File: src/hw/rtl/npa_pkg.sv
// Package for the page allocator: request and result types, codes and
// the command and status groups between controller and datapath.
// No dependencies.
`timescale 1ns / 1ps
`default_nettype none

package npa_pkg;

  // Width of a page number on the request and result ports.
  localparam int unsigned PageW = 15;
  // Number of memory nodes with a free list of their own.
  localparam int unsigned NumNodes = 3;

  // Request modes.
  typedef enum logic [1:0] {
    MODE_ALLOC  = 2'd0,
    MODE_FREE   = 2'd1,
    MODE_INIT   = 2'd2,
    MODE_ADDREF = 2'd3
  } npa_mode_e;

  // Result status codes.
  typedef enum logic [2:0] {
    STS_ALLOC   = 3'd0,
    STS_FREED   = 3'd1,
    STS_REFD    = 3'd2,
    STS_NOMEM   = 3'd3,
    STS_BADADDR = 3'd4,
    STS_DOUBLE  = 3'd5,
    STS_CORRUPT = 3'd6,
    STS_REFADD  = 3'd7
  } npa_status_e;

  // Configuration register indexes.
  typedef enum logic [1:0] {
    CFG_FIRST_PAGE = 2'd0,
    CFG_NODE1_FIRST = 2'd1,
    CFG_NODE2_FIRST = 2'd2
  } npa_cfg_e;

  // Node codes.
  localparam logic [1:0] Node0 = 2'd0;
  localparam logic [1:0] Node1 = 2'd1;
  localparam logic [1:0] Node2 = 2'd2;
  localparam logic [1:0] NodeNone = 2'd3;

  // Reset values of the configuration registers.
  localparam logic [PageW-1:0] FirstPageRst = 15'd0;
  localparam logic [PageW-1:0] Node1FirstRst = 15'd10923;
  localparam logic [PageW-1:0] Node2FirstRst = 15'd21846;

  // One request.
  typedef struct packed {
    logic [1:0]       mode;
    logic [PageW-1:0] page_number;
    logic [1:0]       node;
  } npa_req_t;

  // One result.
  typedef struct packed {
    logic [PageW-1:0] page_number_res;
    logic [2:0]       status;
    logic [1:0]       node_used;
  } npa_res_t;

  // Commands from the controller to the datapath.
  typedef struct packed {
    logic clear;  // clear one count entry per cycle
    logic load;   // latch the request and start the table reads
    logic exec;   // evaluate the request and update the tables
  } npa_cmd_t;

  // Status from the datapath to the controller.
  typedef struct packed {
    logic clear_last;  // the clearing pass is at its last entry
  } npa_sts_t;

endpackage

`default_nettype wire

File: src/hw/rtl/npa_ctrl.sv
// Controller of the page allocator: clearing pass, request sequencing and
// the result strobe. Depends on npa_pkg.
`timescale 1ns / 1ps
`default_nettype none

module npa_ctrl (
  input  wire logic             clk_i,
  input  wire logic             rst_ni,
  input  wire logic             start_i,
  input  wire npa_pkg::npa_sts_t sts_i,
  output npa_pkg::npa_cmd_t     cmd_o,
  output logic                  busy_o,
  output logic                  done_o
);

  typedef enum logic [2:0] {
    ST_CLEAR = 3'b001,
    ST_IDLE  = 3'b010,
    ST_EXEC  = 3'b100
  } state_e;

  state_e state_q, state_d;
  logic   done_q;

  // Next-state logic.
  always_comb begin
    state_d = state_q;
    case (state_q)
      ST_CLEAR: begin
        if (sts_i.clear_last) begin
          state_d = ST_IDLE;
        end
      end
      ST_IDLE: begin
        if (start_i) begin
          state_d = ST_EXEC;
        end
      end
      ST_EXEC: begin
        state_d = ST_IDLE;
      end
      default: begin
        state_d = ST_CLEAR;
      end
    endcase
  end

  // State and result strobe registers.
  always_ff @(posedge clk_i or negedge rst_ni) begin
    if (!rst_ni) begin
      state_q <= ST_CLEAR;
      done_q  <= 1'b0;
    end else begin
      state_q <= state_d;
      done_q  <= (state_q == ST_EXEC);
    end
  end

  // Commands to the datapath.
  always_comb begin
    cmd_o.clear = (state_q == ST_CLEAR);
    cmd_o.load  = (state_q == ST_IDLE) && start_i;
    cmd_o.exec  = (state_q == ST_EXEC);
  end

  assign busy_o = (state_q != ST_IDLE);
  assign done_o = done_q;

endmodule

`default_nettype wire

File: config.mk
export PLATFORM = sky130hd
export DESIGN_NAME = npa_ctrl
export DESIGN_NICKNAME = d
export VERILOG_FILES = /design/src/hw/rtl/npa_pkg.sv /design/src/hw/rtl/npa_ctrl.sv
export SDC_FILE = /design/constraint.sdc
export NUM_CORES = 1
export LEC_CHECK = 0
export ABC_CLOCK_PERIOD_IN_PS = 1600
export BUFFER_PORTS_ARGS = -buffer_cell sky130_fd_sc_hd__buf_2
export CELL_PAD_IN_SITES_DETAIL_PLACEMENT = 2
export CELL_PAD_IN_SITES_GLOBAL_PLACEMENT = 2
export CORE_AREA = 10 10 47 49
export DETAILED_ROUTE_END_ITERATION = 12
export DIE_AREA = 0 0 57 59
export HOLD_SLACK_MARGIN = 0.12
export PLACE_DENSITY_LB_ADDON = 0.1
export SYNTH_ARGS = -nofsm -noshare
export SYNTH_HDL_FRONTEND = slang
export SYNTH_SLANG_ARGS = --single-unit
File: constraint.sdc
create_clock -name clk_i -period 1.6 [get_ports clk_i]
set_clock_uncertainty 0.1 [all_clocks]
set_input_delay 0.32 -clock clk_i [delete_from_list [all_inputs] [get_ports clk_i]]
set_output_delay 0.32 -clock clk_i [all_outputs]
set_load 0.02 [all_outputs]
# Word-level counts from Yosys, hierarchy flattened
# Index checks and enable logic that the tools add are counted.
# totals
rom_bits,0
out_inout_bits,5
elab_cells,13
latch_bits,0
mem_count,0
input_bits,4
register_bits,4
ram_bits,0
# op_classes
n_mux,3
bitwise_logic,0
n_eq_ne,6
n_reduce_logical,2
multipliers,0
shifts,0
n_div,0
magnitude_cmp,0
addsub,0
# ops
cell,n
3-bit one-hot mux with 3 select lines,1
3-bit two-way mux,2
2-bit inequality test (second input constant),2
3-bit by 1-bit == test with 1-bit output (second input constant),1
3-bit by 2-bit == test with 1-bit output (second input constant),1
3-bit == test (second input constant),1
3-bit by 2-bit inequality test with 1-bit output (second input constant),1
2-bit AND reduction,1
1-bit logical AND,1

# Longest topological paths before layout
# Gate-level depths: netlist of run 1.
# depth
ltp_word,3
mapped_depth,2
mapped_depth_nobuf,2

# Worst setup path before layout of run 1
# No wires, ideal clock.
# synth_timing
kind,register to output
start,register state_q[2]
end,output port cmd_o[1] (netlist bit)
setup_slack_ps,37
stages_incl_launch_ff,3
required_time_ps,1180
arrival_time_ps,1143
path_buffers,0
path_cell_list,dfrtp_1 or3b_4 nor2_1
# synth_lines
element,line,text
"start, declared",npa_ctrl.sv:22,"state_e state_q, state_d;"
"start signal, assigned",npa_ctrl.sv:54,state_q <= state_d;
"end, declared",npa_ctrl.sv:11,"output npa_pkg::npa_cmd_t cmd_o,"

==> impl_results.md, run 1 <==
- Status: finished, violations left
- Violated checks: negative setup slack
- Detailed placement HPWL: 424 microns
- Final setup vio count: 3
- HP Class: input pin to flop
- Number of buffers and inverters on the critical path: 1
- Final Worst Setup Slack: -0.0730 ns
- Worst slew margin: 0.769
- Tightest Pin Transition: 0.342 ns
- P_int: ~360 uW
- WP data arrival: 1.25 ns
- Vias in the first global route: 199
- Switching power total: 192 uW
- Syn Std Cell Area: 179 sq um
- Area leader, netlist: dfrtp_1
- Clock tree sinks: 4
- Fin crit share: 1.05
- TritonCTS clock tree: built
- Power share of the clock group: 0.244
- Cells taking the most area after synthesis: dfrtp_1 42%, dfstp_2 15%, or3b_4 6.3%
- Ports: 9
- Routed len/inst: 10.8 microns
- Crit path capture type: primary output
- Max Freq: 598 MHz
- Net Sw Frac: 0.346
- Post-layout utilization of the core: 0.230
- Gr usage total: 0.0345
- Crit-path slowest cell: or3b_4
- Comb pwr share: 0.446
- Core Box Area: 0.00140 sq mm
- DRC viols: 0
- Gpl congestion: around 0.62
- Largest net degree at the start of global routing: 6
- Clock buffer depth: 2
- Power per standard cell area: 1720 mW/mm^2
- Detail Route Antenna Nets: 0
- Synth top area share: 0.420
- Cells after synthesis: 16
- Share of cells above drive strength 1: 0.576
- Minimum clock period: 1.67 ns
- Maximum vdd drop: 533 uV
- Yosys cell types: 12
- Initial drt markers: 2
- Sequential share of power: 0.310
- Synthesized net count: 20
- Clk root buf: clkbuf_4
- Yosys warning total: 0
- CP top delay family: simple AND/OR/NAND/NOR gates
- Initial Util: 0.128
- Final WL: 529 microns
- GR Overflow Total: 0
- Cell area after layout: 323 sq um
- Final Max Tran Viols: 0
- Worst-path clk slew: approximately 0.040 ns
- CP required: about 1.2 ns
- First-pass GRT wire length: around 870 microns
- Buffers on Ports: 8
- P_leak: 0.000171 uW
- Syn Area/Cell: approximately 11 sq um
- Clock latency on the worst-skew pair: 0.23 ns
- FILL cells: 174
- Die X: approximately 57 microns
- Die Ht: 59 microns
- Vias per cell: 3.67
- Critical Path Fanout Max: 5
- CTS buffer count: 3
- RSZ-0062 raised after global routing: true
- Rows: 14
- Crit-path max cell delay: 0.40 ns
- Pre-antenna DRT Iters: 3
- N_diodes: 0
- Startpoint Class: flop
- Post-placement cell area: 239 sq um
- Hold Violations, Final: 0
- Area Overhead vs Synth: 80.4%
- Nets@finish: 38
- H-tree levels: 1
- Die ar.: roughly 0.0034 sq mm
- Max-Cap Viols: 0
- #FFs+latches synth: 4
- Sequential share of the synthesized area: 0.566
- Crit path kind: flop to primary output
- Setup Total Neg Slack: -0.0798 ns
- Via count: 180
- Crit-path cells: or3b_4 -> nor2_1 -> buf_4
- Initial antenna violation count: 0
[area by class of cell]
class / instances / area, sq um / area share
clock buffer: 4 / 26.3 / 0.0814
inverter: 2 / 7.51 / 0.0233
multi-input combinational: 10 / 80.1 / 0.248
sequential: 4 / 101 / 0.314
tap: 16 / 20.0 / 0.0620
timing repair buffer: 13 / 87.6 / 0.271
[layout by cell type (no fill, tap or decap)]
cell,synthesis,layout
a21oi_1,1,1
buf_2,0,5
buf_4,0,7
clkbuf_1,0,1
clkbuf_4,0,3
dfrtp_1,3,3
dfstp_2,1,1
dlygate4sd3_1,0,1
inv_1,2,2
nor2_1,2,2
nor3_2,0,1
nor3b_2,0,1
nor4b_1,1,1
nor4bb_1,1,1
or3_1,1,1
or3b_4,1,1
xor2_1,1,1
[power groups by stage]
stage,logic (uW),clock network [uW],registers [uW]
final,247,136,172
after global routing,273,153,180
after CTS,225,144,170
after detailed placement,167,0,183
after global placement,172,0,186
after floorplan,118,0,172
[cells in the mapped netlist (all sizes together)]
| library cell | instances |
|---|---|
| dfrtp | 3 |
| inv | 2 |
| nor2 | 2 |
| a21oi | 1 |
| dfstp | 1 |
| nor3 | 1 |
| nor3b | 1 |
| nor4b | 1 |
| nor4bb | 1 |
| or3 | 1 |
| or3b | 1 |
| xor2 | 1 |
[worst paths after layout]
check	slack (ns)	to	cells past startpoint	startpoint
min	0.24	state_q[2]	3	start_i
max in group asynchronous	0.88	state_q[0]	2	rst_ni
min reg2reg	0.45	state_q[0]	2	state_q[0]
max reg2reg	0.33	state_q[1]	3	state_q[2]
max	-0.07	cmd_o[1]	3	state_q[0]
min in group asynchronous	0.32	state_q[1]	2	rst_ni
[registers in the layout, indices dropped and copies added, names as in the netlist]
| name | cells |
|---|---|
| done_o | 1 |
| state_q | 3 |
[timing repair]
action,in CTS,in global routing
hold endpoints to repair,4,0
hold buffers,1,0
pin swaps,1,0
resized for setup,3,2
setup buffers,2,2
endpoints found under the setup margin,4,4
[metrics by stage]
step,cells,hold WS [ns],total power [uW],setup slack (ns)
after floorplan,16,-0.0756,290,0.0374
after global placement,40,0.0272,358,0.0934
after detailed placement,40,0.0296,350,0.100
after CTS,47,0.231,539,-0.0968
after global routing,49,0.250,606,-0.141
final,49,0.236,555,-0.0730
[tightest hold or removal path, cell delays in order]
cell and delay, ns:
buf_2 0.10, inv_1 0.06, nor2_1 0.05
[metal layers]
| metal | share of wire | vias to the layer above | GRT usage |
|---|---|---|---|
| met5 | 0 | - | 0 |
| met3 | 0.081 | 0 | 0.0343 |
| li1 | - | 89 | - |
| met2 | 0.49 | 7 | 0.0465 |
| met1 | 0.42 | 84 | 0.0332 |
| met4 | 0 | 0 | 0.0201 |
[cell families after synthesis]
| group | count (synthesis) | share of synthesized area |
|---|---|---|
| simple gates | 8 | 0.315 |
| xor+xnor | 1 | 0.0490 |
| compound gates | 1 | 0.0279 |
| flops | 4 | 0.566 |
| buf+inv | 2 | 0.0420 |
No activity file was read; power rests on OpenSTA's default activity.
==> inputs of run 2 (changes only) <==
--- a/config.mk
+++ b/config.mk
@@ -5,6 +5,7 @@
 export SDC_FILE = /design/constraint.sdc
 export NUM_CORES = 1
 export LEC_CHECK = 0
+export ABC_AREA = 1
 export ABC_CLOCK_PERIOD_IN_PS = 1600
 export BUFFER_PORTS_ARGS = -buffer_cell sky130_fd_sc_hd__buf_2
 export CELL_PAD_IN_SITES_DETAIL_PLACEMENT = 2
==> run 2 against run 1 <==
Net effect:
- largest power group unchanged
- sequential power up 2%
- maximum frequency up 7.1%
- synthesized area up 5.6%
- first-iteration DRC count down 50%
- clock power up 4%
- via count up 10%
- the run now ends clean
- clock-buffer cell count unchanged
- flip-flop and latch count unchanged
- utilization down 2.1 points
==> impl_results.md, run 2 <==
- Status: complete, no violations
- Post-route insts no fill: 54 (+10%)
- Yosys cell types: 10 (-2)
- Vias in the first global route: 252 (+27%)
- Cells taking the most area after synthesis: dfrtp_1 40%, dfstp_2 14%, inv_1 12%
- H-tree levels: 1 (unchanged)
- Commonest non-fill, non-tap cell in the layout: buf_2
- Area leader, netlist: dfrtp_1
- Worst slew margin: 0.836 (+0.0678)
- Rows: 14 (unchanged)
- Share of cells above drive strength 1: 0.395 (-0.181)
- Overall power: 575 uW (+3.6%)
- RSZ-0062 raised after global routing: true
- Largest register by flop count: state_q
- Syn Std Cell Area: 189 sq um (+5.6%)
- Die Ht: 59 microns (unchanged)
- Post-layout utilization of the core: 0.209 (-0.0214)
- Startpoint Class: flop
- Worst-path clk slew: 0.04 ns (about the same)
- Initial drt markers: 1 (-1)
- Final Worst Setup Slack: 0.0375 ns (+0.111 ns)
- Initial antenna violation count: 0 (unchanged)
- FILL cells: 176 (+1.1%)
- Max-Cap Viols: 0 (unchanged)
- Worst hold slack: 0.208 ns (-0.0282 ns)
- Largest register FFs: 3 (unchanged)
- Maximum vdd drop: 402 uV (-25%)
- Die X: 57 microns (unchanged)
- N_diodes: 0 (unchanged)
- Final Max Tran Viols: 0 (unchanged)
- WP data arrival: 1.14 ns (-0.11 ns)
- Synthesized net count: 29 (+45%)
- Clock buffer depth: 2 (unchanged)
- #FFs+latches synth: 4 (unchanged)
- Hold Violations, Final: 0 (unchanged)
- Most frequent cells in the layout: 6 x buf_2, 5 x inv_1, 5 x nand2_1
- Cells after synthesis: 25 (+9)
- Nets@finish: 43 (+13%)
- Top cells by count, synth: 6 x inv_1, 6 x nand2_1, 3 x dfrtp_1, 3 x nor2_1, 2 x nand3_1
- Largest net degree at the start of global routing: 6 (unchanged)
- Via count: 198 (+10%)
- CTS buffer count: 3 (unchanged)
- Synth top area share: 0.397 (-0.0222)
- Crit path kind: flop to primary output
- TritonCTS clock tree: built
- Final setup vio count: 0 (-3)
- Crit path capture type: primary output
- Pre-antenna DRT Iters: 2 (-1)
- Gpl congestion: 0.661 (+7.4%)
- Sequential share of the synthesized area: 0.536 (-0.0300)
- Detailed placement HPWL: 506 microns (+19%)
- Clk root buf: clkbuf_4
- Post-synth EDFFs: 0 (unchanged)
- Placed cells: 49 (+23%)
- First-pass GRT wire length: 1030 microns (+18%)
- Detail Route Antenna Nets: 0 (unchanged)
- Tightest Pin Transition: 0.243 ns (-0.0989 ns)
- Minimum clock period: 1.56 ns (-0.111 ns)
- Core Box Area: 0.00140 sq mm (unchanged)
- Yosys warning total: 0 (unchanged)
- Gr usage total: 0.0411 (+0.00653)
- Area Overhead vs Synth: 55.0%
- Initial Util: 0.135 (+0.00714)
- Post-synth top flop: dfrtp_1
- Final WL: 581 microns (+9.8%)
- Post-CTS Setup Repair Bufs: 0 (-2)
- Clock tree sinks: 4 (unchanged)
- Buffers on Ports: 8 (unchanged)
- Fin crit share: 0.977 (-0.0691)
- Vias per cell: 3.67 (-0.19%)
- Max Freq: 640 MHz (+7.1%)
- Ports: 9 (unchanged)
- DRC viols: 0 (unchanged)
- GR Overflow Total: 0 (unchanged)
- DP Worst Slack: 0.262 ns (+0.161 ns)
- Clock latency on the worst-skew pair: 0.24 ns (about the same)
- CP required: 1.18 ns (about the same)
- P_leak: 0.000166 uW (-2.6%)
- Async S/R FF share, synth: 1.00 (unchanged)
- HP Class: input pin to flop
- Syn Area/Cell: 7.56 sq um (-32%)
- Critical Path Fanout Max: 5 (unchanged)
- Routed len/inst: 10.8 microns (-0.34%)
- Die ar.: 0.00336 sq mm (unchanged)
- Power per standard cell area: 1960 mW/mm^2 (+14%)
-- run 2: stage by stage --
| step | TNS (ns) | cell area, sq um |
|---|---|---|
| 6_report | 0 | 293 |
| 5_1_grt | -0.108 | 293 |
| 4_1_cts | 0 | 285 |
| 3_5_place_dp | 0 | 249 |
| 3_3_place_gp | 0 | 249 |
| 2_1_floorplan | 0 | 189 |
-- run 2: path summary, 6_finish.rpt --
check / startpoint / endpoint / slack [ns] / cells after the start
worst min-delay path: sts_i / state_q[0] / 0.21 / 4
worst max-delay path: state_q[0] / cmd_o[1] / 0.04 / 4
worst max register to register: state_q[0] / state_q[0] / 0.50 / 4
min in group asynchronous: rst_ni / state_q[2] / 0.31 / 2
max in group asynchronous: rst_ni / state_q[0] / 0.88 / 2
worst min register to register: state_q[1] / done_o / 0.40 / 1
-- run 2: cell type report --
class                           instances  area (sq um)  share of cell area
Tap cell                               16          20.0              0.0684
Clock buffer                            4          26.3              0.0897
Sequential cell                         4           101               0.346
Timing Repair Buffer                    9          55.1               0.188
Multi-Input combinational cell         15          67.6               0.231
Inverter                                6          22.5              0.0769
-- run 2: timing repair --
item | CTS | global route
gates resized for setup | 0 | 4
hold endpoints to repair | 4 | 0
setup endpoints to repair | 0 | 4
hold buffers | 1 | 0
-- run 2: worst max-delay path, stage by stage, from the launching register on --
cell     delay, ns
dfstp_2       0.55
inv_1         0.07
nand2_2       0.09
nor2_1        0.05
buf_4         0.15
-- run 2: layer usage --
metal | part of all wire | track usage | vias to the layer above | routed length (microns)
li1 | - | - | 101 | -
met2 | 0.50 | 0.0636 | 6 | 289
met4 | 0.033 | 0.0604 | 0 | 19
met3 | 0.059 | 0.0129 | 2 | 34
met5 | 0 | 0 | - | 0
met1 | 0.41 | 0.0357 | 89 | 237
-- run 2: logic make-up after synthesis --
| group | Yosys count | synth area share |
|---|---|---|
| AO/OA/AOI/OAI | 2 | 0.0529 |
| buffers and inverters | 6 | 0.119 |
| flip-flops | 4 | 0.536 |
| AND/OR/NAND/NOR | 13 | 0.291 |
-- run 2: report_power, final --
part	internal (uW)	switching, uW
Sequential	145	30.7
Combinational	90.0	168
Clock	94.0	47.1
Total	329	246
==> inputs of run 3 (changes only) <==
--- a/config.mk
+++ b/config.mk
@@ -11,6 +11,7 @@
 export CELL_PAD_IN_SITES_DETAIL_PLACEMENT = 2
 export CELL_PAD_IN_SITES_GLOBAL_PLACEMENT = 2
 export CORE_AREA = 10 10 47 49
+export CTS_BUF_LIST = sky130_fd_sc_hd__clkbuf_4 sky130_fd_sc_hd__clkbuf_8
 export DETAILED_ROUTE_END_ITERATION = 12
 export DIE_AREA = 0 0 57 59
 export HOLD_SLACK_MARGIN = 0.12
==> run 3 against run 2 <==
Net effect:
- combinational power about the same
- utilization is 0.27 points higher
- global-route usage fell by 0.13 points
- largest cell class unchanged
- sequential share of layout area decreased by 0.44 points
- largest power group unchanged
- critical path type unchanged
- hold slack about the same
- design area rose by 1.3%
==> impl_results.md, run 3 (synthesis gave the netlist of run 2 again) <==
- Maximum vdd drop: 474 uV (+18%)
- Largest net degree at the start of global routing: 6 (unchanged)
- Final setup vio count: 0 (unchanged)
- Largest register FFs: 3 (unchanged)
- P_leak: 0.000170 uW (+2.1%)
- DRC viols: 0 (unchanged)
- First-pass GRT wire length: 1010 microns (-1.4%)
- Status: complete, no violations
- Commonest non-fill, non-tap cell in the layout: buf_2
- Area Overhead vs Synth: 57.0%
- Clock buffer depth: 2 (unchanged)
- Crit-path slowest cell: dfstp_2
- FILL cells: 174 (-1.1%)
- Power per standard cell area: 2000 mW/mm^2 (+1.7%)
- Initial antenna violation count: 0 (unchanged)
- TritonCTS clock tree: built
- Clock latency on the worst-skew pair: 0.24 ns (about the same)
- Initial drt markers: 1 (unchanged)
- Routed len/inst: 10.7 microns (-0.17%)
- Clk root buf: clkbuf_4
- Vias in the first global route: 250 (-0.79%)
- Post-CTS Setup Repair Bufs: 0 (unchanged)
- Fin crit share: 0.977 (about the same)
- CP required: 1.18 ns (about the same)
- CTS buffer count: 3 (unchanged)
- Crit-path max cell delay: 0.55 ns (about the same)
- Final Worst Setup Slack: 0.0376 ns (+0.0000650 ns)
- Final WL: 580 microns (-0.17%)
- Crit path capture type: primary output
- WP data arrival: 1.14 ns (about the same)
- Placed cells: 49 (unchanged)
- Vias per cell: 3.69 (+0.51%)
- Most frequent cells in the layout: 6 x buf_2, 5 x inv_1, 5 x nand2_1, 4 x clkbuf_4
- Post-route insts no fill: 54 (unchanged)
- Nets@finish: 43 (unchanged)
- Die ar.: 0.00336 sq mm (unchanged)
- Startpoint Class: flop
- Multi-input logic area: 67.6 sq um (unchanged)
- Die X: 57 microns (unchanged)
- Worst slew margin: 0.836 (unchanged)
- Gpl congestion: 0.661 (unchanged)
- GR Overflow Total: 0 (unchanged)
- N_diodes: 0 (unchanged)
- Worst-path clk slew: 0.04 ns (about the same)
- Ports: 9 (unchanged)
- GR Util met3: 0.0129 (unchanged)
- Crit path kind: flop to primary output
- Clock tree sinks: 4 (unchanged)
- DP Worst Slack: 0.262 ns (unchanged)
- Gr usage total: 0.0398 (-0.00130)
- Busiest grt layer: met2
- Buffers on Ports: 8 (unchanged)
- Tightest Pin Transition: 0.243 ns (unchanged)
- Initial Util: 0.135 (unchanged)
- Detailed placement HPWL: 506 microns (unchanged)
- Largest register by flop count: state_q
- H-tree levels: 1 (unchanged)
- Setup Total Neg Slack: 0 ns (unchanged)
- GR Util met1: 0.0357 (unchanged)
- Final Max Tran Viols: 0 (unchanged)
- Crit-path cells: inv_1 -> nand2_2 -> nor2_1 -> buf_4
- HP Class: input pin to flop
- GRT met2 Usage: 0.0636 (unchanged)
- Max-Cap Viols: 0 (unchanged)
- Max Freq: 640 MHz (about the same)
- Die Ht: 59 microns (unchanged)
- Core Box Area: 0.00140 sq mm (unchanged)
- Via count: 199 (+0.51%)
- Share of cells above drive strength 1: 0.421 (+0.0263)
- Hold Violations, Final: 0 (unchanged)
- Critical Path Fanout Max: 5 (unchanged)
- Register Area: 101 sq um (unchanged)
- RSZ-0062 raised after global routing: true
- Minimum clock period: 1.56 ns (-0.0000650 ns)
- Rows: 14 (unchanged)
- Detail Route Antenna Nets: 0 (unchanged)
- Pre-antenna DRT Iters: 2 (unchanged)
## run 3: power breakdown
| part | switching [uW] | internal [uW] |
|---|---|---|
| sequential | 30.7 | 145 |
| combinational | 168 | 90.0 |
| clock | 47.4 | 111 |
| total | 246 | 346 |
## run 3: worst paths after layout
path	start	to	slack (ns)	cells after the start
min	sts_i	state_q[0]	0.21	4
max reg2reg	state_q[0]	state_q[0]	0.50	4
min in group asynchronous	rst_ni	state_q[2]	0.31	2
max	state_q[0]	cmd_o[1]	0.04	4
min reg2reg	state_q[1]	done_o	0.40	1
max in group asynchronous	rst_ni	state_q[0]	0.88	2
## run 3: routing by layer
| layer | wire length, microns | vias up | share of wire |
|---|---|---|---|
| met1 | 236 | 89 | 0.41 |
| met3 | 34 | 2 | 0.059 |
| met5 | 0 | - | 0 |
| li1 | - | 102 | - |
| met4 | 19 | 0 | 0.033 |
| met2 | 289 | 6 | 0.50 |
## run 3: per-stage QoR
stage | area (sq um) | util | total power, uW | hold WS, ns
2_1_floorplan | 189 | - | 334 | -0.0756
3_3_place_gp | 249 | 0.178 | 420 | 0.0263
3_5_place_dp | 249 | 0.178 | 419 | 0.0315
4_1_cts | 289 | 0.206 | 585 | 0.212
5_1_grt | 297 | 0.212 | 659 | 0.257
6_report | 297 | 0.212 | 592 | 0.208
## run 3: what timing repair did
| action | CTS | global route |
|---|---|---|
| hold endpoints to repair | 4 | 0 |
| gates resized for setup | 0 | 4 |
| hold buffers | 1 | 0 |
| setup endpoints to repair | 0 | 4 |
## run 3: final cells by class
| cell class | count | share of cell area |
|---|---|---|
| Clock buffer | 4 | 0.101 |
| Inverter | 6 | 0.0759 |
| Multi-Input combinational cell | 15 | 0.228 |
| Sequential cell | 4 | 0.342 |
| Tap cell | 16 | 0.0675 |
| Timing Repair Buffer | 9 | 0.186 |
## run 3: critical path: cells and delay by family, from the launching register on
family,cells,cell delay (ns)
buf+inv,2,0.22
flops,1,0.55
simple gates,2,0.14
